===== src/ternary_weight_dot_product_core_defines.svh =====
// Assertion macros shared by the ternary weight dot product design.
// Each macro expects i_clk and i_rst_n in the scope where it is used.
`ifndef TERNARY_WEIGHT_DOT_PRODUCT_CORE_DEFINES_SVH
`define TERNARY_WEIGHT_DOT_PRODUCT_CORE_DEFINES_SVH

`ifndef ASSERT_OFF

`define TWDP_ASSERT_SAME(lbl, ante, cons) \
    lbl: assert property (@(posedge i_clk) disable iff (!i_rst_n) (ante) |-> (cons)) \
        else $error("same-cycle check failed");

`define TWDP_ASSERT_NEXT(lbl, ante, cons) \
    lbl: assert property (@(posedge i_clk) disable iff (!i_rst_n) (ante) |=> (cons)) \
        else $error("next-cycle check failed");

`else

`define TWDP_ASSERT_SAME(lbl, ante, cons)

`define TWDP_ASSERT_NEXT(lbl, ante, cons)

`endif

`endif


===== src/twdp_pkg.sv =====
`timescale 1ns / 1ps

package twdp_pkg;

    localparam int LANES       = 4;
    localparam int CODE_W      = 2;
    localparam int ACT_W       = 8;
    localparam int WEIGHT_W    = LANES * CODE_W;
    // Four terms of magnitude up to 128 need two bits of growth plus sign.
    localparam int PART_W      = ACT_W + 3;
    localparam int SUM_W       = 32;
    localparam int IDX_W       = 16;
    localparam int CFG_IDX_W   = 1;
    localparam int CFG_DATA_W  = 16;
    localparam int QUEUE_DEPTH = 4;

    localparam logic [CODE_W-1:0] CODE_PLUS  = 2'd1;
    localparam logic [CODE_W-1:0] CODE_MINUS = 2'd2;

    localparam logic [CFG_IDX_W-1:0] REG_COLUMNS = 1'd0;
    localparam logic [CFG_IDX_W-1:0] REG_ROWS    = 1'd1;

    typedef struct packed {
        logic signed [PART_W-1:0] part;
        logic                     end_of_column;
    } t_item;

    function automatic logic signed [PART_W-1:0] lane_term(
        input logic [CODE_W-1:0]       code,
        input logic signed [ACT_W-1:0] act
    );
        logic signed [PART_W-1:0] wide;
        wide = PART_W'(act);
        unique case (code)
            CODE_PLUS:  lane_term = wide;
            CODE_MINUS: lane_term = -wide;
            default:    lane_term = '0;
        endcase
    endfunction

endpackage


===== src/twdp_front.sv =====
`timescale 1ns / 1ps

module twdp_front (
    input  logic                                   i_in_valid,
    input  logic [twdp_pkg::WEIGHT_W-1:0]          i_weight_byte,
    input  logic signed [twdp_pkg::ACT_W-1:0]      i_act_0,
    input  logic signed [twdp_pkg::ACT_W-1:0]      i_act_1,
    input  logic signed [twdp_pkg::ACT_W-1:0]      i_act_2,
    input  logic signed [twdp_pkg::ACT_W-1:0]      i_act_3,
    input  logic                                   i_end_of_column,
    input  logic                                   i_q_full,
    output logic                                   o_in_ready,
    output logic                                   o_push,
    output twdp_pkg::t_item                        o_item
);

    logic signed [twdp_pkg::ACT_W-1:0]  acts  [twdp_pkg::LANES];
    logic signed [twdp_pkg::PART_W-1:0] terms [twdp_pkg::LANES];

    assign acts[0] = i_act_0;
    assign acts[1] = i_act_1;
    assign acts[2] = i_act_2;
    assign acts[3] = i_act_3;

    // Each lane decodes its own two-bit code into plus, minus or nothing.
    always_comb begin
        for (int lane = 0; lane < twdp_pkg::LANES; lane++) begin
            terms[lane] = twdp_pkg::lane_term(
                i_weight_byte[lane*twdp_pkg::CODE_W +: twdp_pkg::CODE_W], acts[lane]);
        end
    end

    assign o_in_ready         = !i_q_full;
    assign o_push             = i_in_valid && !i_q_full;
    assign o_item.part        = (terms[0] + terms[1]) + (terms[2] + terms[3]);
    assign o_item.end_of_column = i_end_of_column;

endmodule


===== src/twdp_queue.sv =====
`timescale 1ns / 1ps
`include "ternary_weight_dot_product_core_defines.svh"

module twdp_queue #(
    parameter int DEPTH = twdp_pkg::QUEUE_DEPTH,
    parameter int WIDTH = $bits(twdp_pkg::t_item)
) (
    input  logic             i_clk,
    input  logic             i_rst_n,
    input  logic             i_push,
    input  logic [WIDTH-1:0] i_data,
    output logic             o_full,
    input  logic             i_pop,
    output logic             o_valid,
    output logic [WIDTH-1:0] o_data
);

    localparam int PTR_W = (DEPTH > 1) ? $clog2(DEPTH) : 1;
    localparam int CNT_W = $clog2(DEPTH + 1);

    logic [WIDTH-1:0] r_mem [DEPTH];
    logic [PTR_W-1:0] r_wr_ptr, n_wr_ptr;
    logic [PTR_W-1:0] r_rd_ptr, n_rd_ptr;
    logic [CNT_W-1:0] r_count, n_count;

    assign o_full  = (r_count == CNT_W'(DEPTH));
    assign o_valid = (r_count != '0);
    assign o_data  = r_mem[r_rd_ptr];

    always_comb begin
        n_wr_ptr = r_wr_ptr;
        n_rd_ptr = r_rd_ptr;
        n_count  = r_count;
        if (i_push) begin
            n_wr_ptr = (r_wr_ptr == PTR_W'(DEPTH - 1)) ? '0 : r_wr_ptr + 1'b1;
        end
        if (i_pop) begin
            n_rd_ptr = (r_rd_ptr == PTR_W'(DEPTH - 1)) ? '0 : r_rd_ptr + 1'b1;
        end
        if (i_push && !i_pop) begin
            n_count = r_count + 1'b1;
        end else if (i_pop && !i_push) begin
            n_count = r_count - 1'b1;
        end
    end

    always_ff @(posedge i_clk) begin
        if (!i_rst_n) begin
            r_wr_ptr <= '0;
            r_rd_ptr <= '0;
            r_count  <= '0;
        end else begin
            r_wr_ptr <= n_wr_ptr;
            r_rd_ptr <= n_rd_ptr;
            r_count  <= n_count;
        end
    end

    always_ff @(posedge i_clk) begin
        if (i_push) begin
            r_mem[r_wr_ptr] <= i_data;
        end
    end

    `TWDP_ASSERT_SAME(a_no_overflow, i_push, !o_full)
    `TWDP_ASSERT_SAME(a_no_underflow, i_pop, o_valid)
    `TWDP_ASSERT_NEXT(a_count_grows, i_push && !i_pop, r_count == $past(r_count) + 1'b1)
    `TWDP_ASSERT_SAME(a_count_bound, 1'b1, r_count <= CNT_W'(DEPTH))

endmodule


===== src/twdp_back.sv =====
`timescale 1ns / 1ps
`include "ternary_weight_dot_product_core_defines.svh"

module twdp_back (
    input  logic                                   i_clk,
    input  logic                                   i_rst_n,
    input  logic                                   i_cfg_valid,
    input  logic [twdp_pkg::CFG_IDX_W-1:0]         i_cfg_index,
    input  logic [twdp_pkg::CFG_DATA_W-1:0]        i_cfg_data,
    input  logic                                   i_q_valid,
    input  twdp_pkg::t_item                        i_item,
    output logic                                   o_pop,
    output logic                                   o_out_valid,
    input  logic                                   i_out_ready,
    output logic signed [twdp_pkg::SUM_W-1:0]      o_dot_sum,
    output logic [twdp_pkg::IDX_W-1:0]             o_row_index,
    output logic [twdp_pkg::IDX_W-1:0]             o_column_index,
    output logic                                   o_matrix_done
);

    logic [twdp_pkg::CFG_DATA_W-1:0] r_columns_per_row;
    logic [twdp_pkg::CFG_DATA_W-1:0] r_row_count;

    logic signed [twdp_pkg::SUM_W-1:0] r_sum;
    logic signed [twdp_pkg::SUM_W-1:0] n_sum;
    logic [twdp_pkg::IDX_W-1:0]        r_col;
    logic [twdp_pkg::IDX_W-1:0]        r_row;

    logic r_out_valid;
    logic signed [twdp_pkg::SUM_W-1:0] r_out_sum;
    logic [twdp_pkg::IDX_W-1:0]        r_out_row;
    logic [twdp_pkg::IDX_W-1:0]        r_out_col;
    logic                              r_out_done;

    logic out_free;
    logic emit;
    logic last_col;
    logic last_row;

    // A result can be loaded when the output register is empty or draining.
    assign out_free = !r_out_valid || i_out_ready;
    assign o_pop    = i_q_valid && (!i_item.end_of_column || out_free);
    assign emit     = o_pop && i_item.end_of_column;

    assign n_sum    = r_sum + twdp_pkg::SUM_W'(i_item.part);
    assign last_col = ({1'b0, r_col} + 1'b1) >= {1'b0, r_columns_per_row};
    assign last_row = ({1'b0, r_row} + 1'b1) >= {1'b0, r_row_count};

    always_ff @(posedge i_clk) begin
        if (!i_rst_n) begin
            r_columns_per_row <= twdp_pkg::CFG_DATA_W'(1);
            r_row_count       <= twdp_pkg::CFG_DATA_W'(1);
        end else if (i_cfg_valid) begin
            unique case (i_cfg_index)
                twdp_pkg::REG_COLUMNS: r_columns_per_row <= i_cfg_data;
                twdp_pkg::REG_ROWS:    r_row_count       <= i_cfg_data;
                default: ;
            endcase
        end
    end

    always_ff @(posedge i_clk) begin
        if (!i_rst_n) begin
            r_sum       <= '0;
            r_col       <= '0;
            r_row       <= '0;
            r_out_valid <= 1'b0;
        end else begin
            if (emit) begin
                r_sum       <= '0;
                r_out_valid <= 1'b1;
                if (last_col) begin
                    r_col <= '0;
                    r_row <= last_row ? '0 : r_row + 1'b1;
                end else begin
                    r_col <= r_col + 1'b1;
                end
            end else begin
                if (o_pop) begin
                    r_sum <= n_sum;
                end
                if (i_out_ready) begin
                    r_out_valid <= 1'b0;
                end
            end
        end
    end

    always_ff @(posedge i_clk) begin
        if (emit) begin
            r_out_sum  <= n_sum;
            r_out_row  <= r_row;
            r_out_col  <= r_col;
            r_out_done <= last_col && last_row;
        end
    end

    assign o_out_valid    = r_out_valid;
    assign o_dot_sum      = r_out_sum;
    assign o_row_index    = r_out_row;
    assign o_column_index = r_out_col;
    assign o_matrix_done  = r_out_done;

    `TWDP_ASSERT_NEXT(a_sum_cleared, emit, r_sum == '0)
    `TWDP_ASSERT_NEXT(a_done_wraps, emit && last_col && last_row, r_col == '0 && r_row == '0)
    `TWDP_ASSERT_NEXT(a_result_kept, r_out_valid && !i_out_ready,
                      r_out_valid && $stable(r_out_sum) && $stable(r_out_col))

endmodule


===== src/ternary_weight_dot_product_core.sv =====
`timescale 1ns / 1ps

// Channel   Direction  Handshake                  Payload
// input     in         i_in_valid / o_in_ready    weight byte, four activations, end mark
// result    out        o_out_valid / i_out_ready  dot sum, row, column, matrix done
// config    in         i_cfg_valid / o_cfg_ready  register index, write data
//
// One item is taken each cycle unless the queue is full. Configuration writes complete at
// once. Items pass through a queue slot; a result is registered when its end item pops.
// Synchronous active-low reset empties the queue, clears the sum and indices, and sets
// both counts to one. A stalled result stops the back end at an end mark; the queue then
// absorbs up to QUEUE_DEPTH items before input ready falls.
module ternary_weight_dot_product_core #(
    parameter int QUEUE_DEPTH = twdp_pkg::QUEUE_DEPTH
) (
    input  logic                                   i_clk,
    input  logic                                   i_rst_n,
    input  logic                                   i_in_valid,
    output logic                                   o_in_ready,
    input  logic [twdp_pkg::WEIGHT_W-1:0]          i_weight_byte,
    input  logic signed [twdp_pkg::ACT_W-1:0]      i_act_0,
    input  logic signed [twdp_pkg::ACT_W-1:0]      i_act_1,
    input  logic signed [twdp_pkg::ACT_W-1:0]      i_act_2,
    input  logic signed [twdp_pkg::ACT_W-1:0]      i_act_3,
    input  logic                                   i_end_of_column,
    output logic                                   o_out_valid,
    input  logic                                   i_out_ready,
    output logic signed [twdp_pkg::SUM_W-1:0]      o_dot_sum,
    output logic [twdp_pkg::IDX_W-1:0]             o_row_index,
    output logic [twdp_pkg::IDX_W-1:0]             o_column_index,
    output logic                                   o_matrix_done,
    input  logic                                   i_cfg_valid,
    output logic                                   o_cfg_ready,
    input  logic [twdp_pkg::CFG_IDX_W-1:0]         i_cfg_index,
    input  logic [twdp_pkg::CFG_DATA_W-1:0]        i_cfg_data
);

    logic            q_full;
    logic            q_push;
    logic            q_pop;
    logic            q_valid;
    twdp_pkg::t_item push_item;
    twdp_pkg::t_item pop_item;

    assign o_cfg_ready = 1'b1;

    twdp_front u_front (
        .i_in_valid      (i_in_valid),
        .i_weight_byte   (i_weight_byte),
        .i_act_0         (i_act_0),
        .i_act_1         (i_act_1),
        .i_act_2         (i_act_2),
        .i_act_3         (i_act_3),
        .i_end_of_column (i_end_of_column),
        .i_q_full        (q_full),
        .o_in_ready      (o_in_ready),
        .o_push          (q_push),
        .o_item          (push_item)
    );

    twdp_queue #(
        .DEPTH (QUEUE_DEPTH),
        .WIDTH ($bits(twdp_pkg::t_item))
    ) u_queue (
        .i_clk   (i_clk),
        .i_rst_n (i_rst_n),
        .i_push  (q_push),
        .i_data  (push_item),
        .o_full  (q_full),
        .i_pop   (q_pop),
        .o_valid (q_valid),
        .o_data  (pop_item)
    );

    twdp_back u_back (
        .i_clk          (i_clk),
        .i_rst_n        (i_rst_n),
        .i_cfg_valid    (i_cfg_valid),
        .i_cfg_index    (i_cfg_index),
        .i_cfg_data     (i_cfg_data),
        .i_q_valid      (q_valid),
        .i_item         (pop_item),
        .o_pop          (q_pop),
        .o_out_valid    (o_out_valid),
        .i_out_ready    (i_out_ready),
        .o_dot_sum      (o_dot_sum),
        .o_row_index    (o_row_index),
        .o_column_index (o_column_index),
        .o_matrix_done  (o_matrix_done)
    );

endmodule

===== config.mk =====
export PLATFORM = sky130hd
export DESIGN_NAME = ternary_weight_dot_product_core
export DESIGN_NICKNAME = d
export VERILOG_FILES = /design/src/twdp_pkg.sv /design/src/twdp_front.sv /design/src/twdp_queue.sv /design/src/twdp_back.sv /design/src/ternary_weight_dot_product_core.sv
export VERILOG_INCLUDE_DIRS = /design/src /design/src/src
export SDC_FILE = /design/constraint.sdc
export NUM_CORES = 1
export LEC_CHECK = 0
export BUFFER_PORTS_ARGS = -buffer_cell sky130_fd_sc_hd__buf_2
export CORE_MARGIN = 1.5
export CORE_UTILIZATION = 60
export DETAILED_ROUTE_END_ITERATION = 12
export GPL_TIMING_DRIVEN = 0
export PLACE_DENSITY_LB_ADDON = 0.15
export SETUP_SLACK_MARGIN = 0.4
export SLEW_MARGIN = 15
export SYNTH_ARGS = -nofsm -noshare
export SYNTH_HDL_FRONTEND = slang
export SYNTH_SLANG_ARGS = --single-unit

===== constraint.sdc =====
create_clock -name i_clk -period 5.44 [get_ports i_clk]
set_input_delay 1.088 -clock i_clk [delete_from_list [all_inputs] [get_ports i_clk]]
set_output_delay 1.088 -clock i_clk [all_outputs]
set_load 0.05 [all_outputs]

==> flow_metrics.tcl <==
set metrics [dict create \
    antenna_found_initial 0 \
    wirelength_mm 29.0 \
    required_ps 5720 \
    area_growth_pct 14.3 \
    fin_worst_skew_ps 24.0 \
    io_pins 131 \
    r2r_end "u_back.o_dot_sum[16]" \
    period_needed_ps 4730 \
    portBuffers 129 \
    hold_violations 0 \
    slew_headroom 0.441 \
    power_density_mw_per_mm2 574 \
    synth_edf_count 113 \
    ys_ff_latch 219 \
    yosys.cell_types.count 70 \
    r2r_setup_slack_ps 1080 \
    crit_arrival_ps 5020 \
    rows 53 \
    grt_pass1_wl_mm 47.4 \
    status "complete, no violations" \
    synth.most_common_cell "nand2_1" \
    netlist_top_cells_area "edfxtp_1 (26%), dfxtp_1 (16%), ha_1 (9.0%), a21oi_1 (5.2%), nand2_1 (5.2%)" \
    cp_max_fo 9 \
    ys_async_sr_fraction 0 \
    htree_levels 1 \
    synth_top_area_frac 0.264 \
    synth_flop_cell "edfxtp_1" \
    rsz0062_at_grt "no" \
    multiInputGateArea_mm2 0.00670 \
    dpl.hpwl_mm 21.8 \
    setup_tns_ps 0 \
    die-area_mm2 0.0223 \
    grt_max_degree 56 \
    drv_slew 0 \
    nNetsFinal 1694 \
    yosysSeqAreaShare 0.428 \
    ant_nets 0 \
    fmax_mhz 211 \
    endpoint "u_queue.r_mem[2][11]" \
    worstRegToRegCells 13 \
    power_leakage_nw 6.18 \
    fillCellCount 1601 \
    hp-class "reg2reg" \
    finalCritPeriodShare 0.870 \
    synth.yosys.warnings 0 \
    syn_inst 1360 \
    syn-cell-area_mm2 0.0129 \
    cpMaxStageDelayCell "fa_1" \
    grt_pass1_vias 9611 \
    grt_overflow_total 0 \
    syn_nets 1538 \
    regArea_mm2 0.00552 \
    path_cells "buf_2, inv_1, ha_1, clkbuf_1, a21o_1, a22oi_1, nor2_1, fa_1, inv_1, fa_1, inv_1, ha_1, a21o_1, a21oi_1, o21bai_1, a21oi_1, o21ai_0, a21o_1, a21oi_1, xnor2_1" \
    cts-root-buf "clkbuf_16" \
    holdPathStages 0 \
    drc 0 \
    avgSynthCellArea_um2 9.47 \
    clock_path_buffers 3 \
    routed-via-count 10300 \
    dp_cells 1765 \
    critical_path_class "in2reg" \
    cp_num_cells 20 \
    clkLatencyLatePin_ps 520 \
    drive_above_1_share 0.139 \
    wl_per_cell_um 16.0 \
    cts_tree "built" \
    tightest_slew_ps 838 \
    die_w_um 149 \
    track_usage 0.264 \
    cp-end-kind "flip-flop" \
    start_kind "input port" \
    path_clk_slew_ps 60 \
    first_pass_iters 5 \
    cts_sinks 219 \
    setup_violations 0 \
    peakVddDrop_mv 0.358 \
    drv_cap 0 \
    yosysTopAreaCell "edfxtp_1" \
    core_area_mm2 0.0210 \
    crit_family "compound AO/OA/AOI/OAI gates" \
    cts_buffers 24 \
    ys_top_cells_by_count "nand2_1 (179), a21oi_1 (135), edfxtp_1 (113)" \
    crit_path_start "i_weight_byte[2]" \
    via_per_inst 5.69 \
    gp_congestion 0.940 \
    cp_num_buf_inv 5 \
    max_stage_delay_ps 540 \
    initial_core_util 0.613 \
    initialDrtViolationCount 449 \
    whs_ps 428 \
    n_antenna_cell 0 \
    fp.dieH_um 149 \
    final_cells 1809 \
]
[flip-flops by register name, summed over array words and instances, names as in the netlist, named ones only]
register and count:
u_queue.r_mem 48, u_back.o_dot_sum 32, u_back.r_sum 32, u_back.o_column_index 16, u_back.o_row_index 16, u_back.r_col 16
u_back.r_columns_per_row 16, u_back.r_row 16, u_back.r_row_count 16, u_queue.r_count 3, u_queue.r_rd_ptr 2, u_queue.r_wr_ptr 2
u_back.o_matrix_done 1, u_back.o_out_valid 1
[layout by cell type, fill, tap and decap left out, drive strengths merged, types with 3 or more instances in the layout]
cell and instances:
xor2 26, nand3 34, o211ai 21, or2 5, and3 20, buf 144
nor3 21, o21a 7, or4b 10, nor2 78, nand3b 11, clkbuf 75
a211oi 12, nand2b 9, inv 111, a22o 10, clkinv 9, o21bai 9
edfxtp 113, a21oi 136, o22ai 8, or4 4, xnor2 47, a31oi 6
fa 22, mux4 12, and2 7, o31ai 3, a21o 39, nand2 179
bufinv 3, a22oi 7, nor2b 10, or3 18, dfxtp 106, nand4 8
ha 93, o21ai 65, or3b 3
[layer usage]
metal | vias up | global-route usage | share of wire
met2 | 304 | 0.431 | 0.46
li1 | 5135 | - | -
met1 | 4793 | 0.368 | 0.45
met3 | 59 | 0.0326 | 0.057
met5 | - | 0 | 0
met4 | 0 | 0.0812 | 0.028
[timing repair]
item,in CTS,in global routing
resized for setup,0,5
buffers inserted,0,0
setup endpoints to repair,0,4
hold buffers,0,0
[cell type report]
cell class | count | area share
inverter | 110 | 0.0280
clock inverter | 15 | 0.0118
sequential | 219 | 0.375
clock buffer | 29 | 0.0441
timing repair buffer | 130 | 0.0457
multi-input combinational | 971 | 0.455
buffer | 60 | 0.0176
tap | 275 | 0.0234
[per-stage QoR]
step	cell area, µm²	worst slack (ps)	utilization	total power, mW
floorplan	12900	666	-	5.78
global placement	13900	36.3	0.660	6.69
detailed placement	13900	169	0.661	6.78
CTS	14700	676	0.700	8.46
global route	14700	412	0.700	9.00
finish	14700	705	0.700	8.45
[cell families (layout without fill, tap and decap cells)]
logic type,Yosys count,in the layout,share of synthesized area
compound gates,343,343,0.164
xor+xnor,73,73,0.0497
fa+ha+maj,115,115,0.125
buf+inv,170,344,0.0517
flops,219,219,0.428
mux,13,13,0.0218
other cells,1,1,0.000291
simple gates,426,426,0.159
[worst min path at each step]
stage	start	to	slack [ps]
after CTS	u_back.r_col[7]	u_back.o_column_index[7]	420
after detailed placement	u_back.r_col[7]	u_back.o_column_index[7]	430
after global placement	u_back.r_col[7]	u_back.o_column_index[7]	410
final	u_back.r_col[7]	u_back.o_column_index[7]	430
after floorplan	u_back.r_col[7]	u_back.o_column_index[7]	410
after global routing	u_back.r_col[7]	u_back.o_column_index[7]	440
[report_power, final]
part	total (mW)	internal, mW	switching (mW)
Combinational	4.22	1.34	2.88
Clock	1.65	0.999	0.654
Sequential	2.57	2.39	0.186
Total	8.45	4.73	3.72
Note: power is estimated with default switching activity, not from simulation.
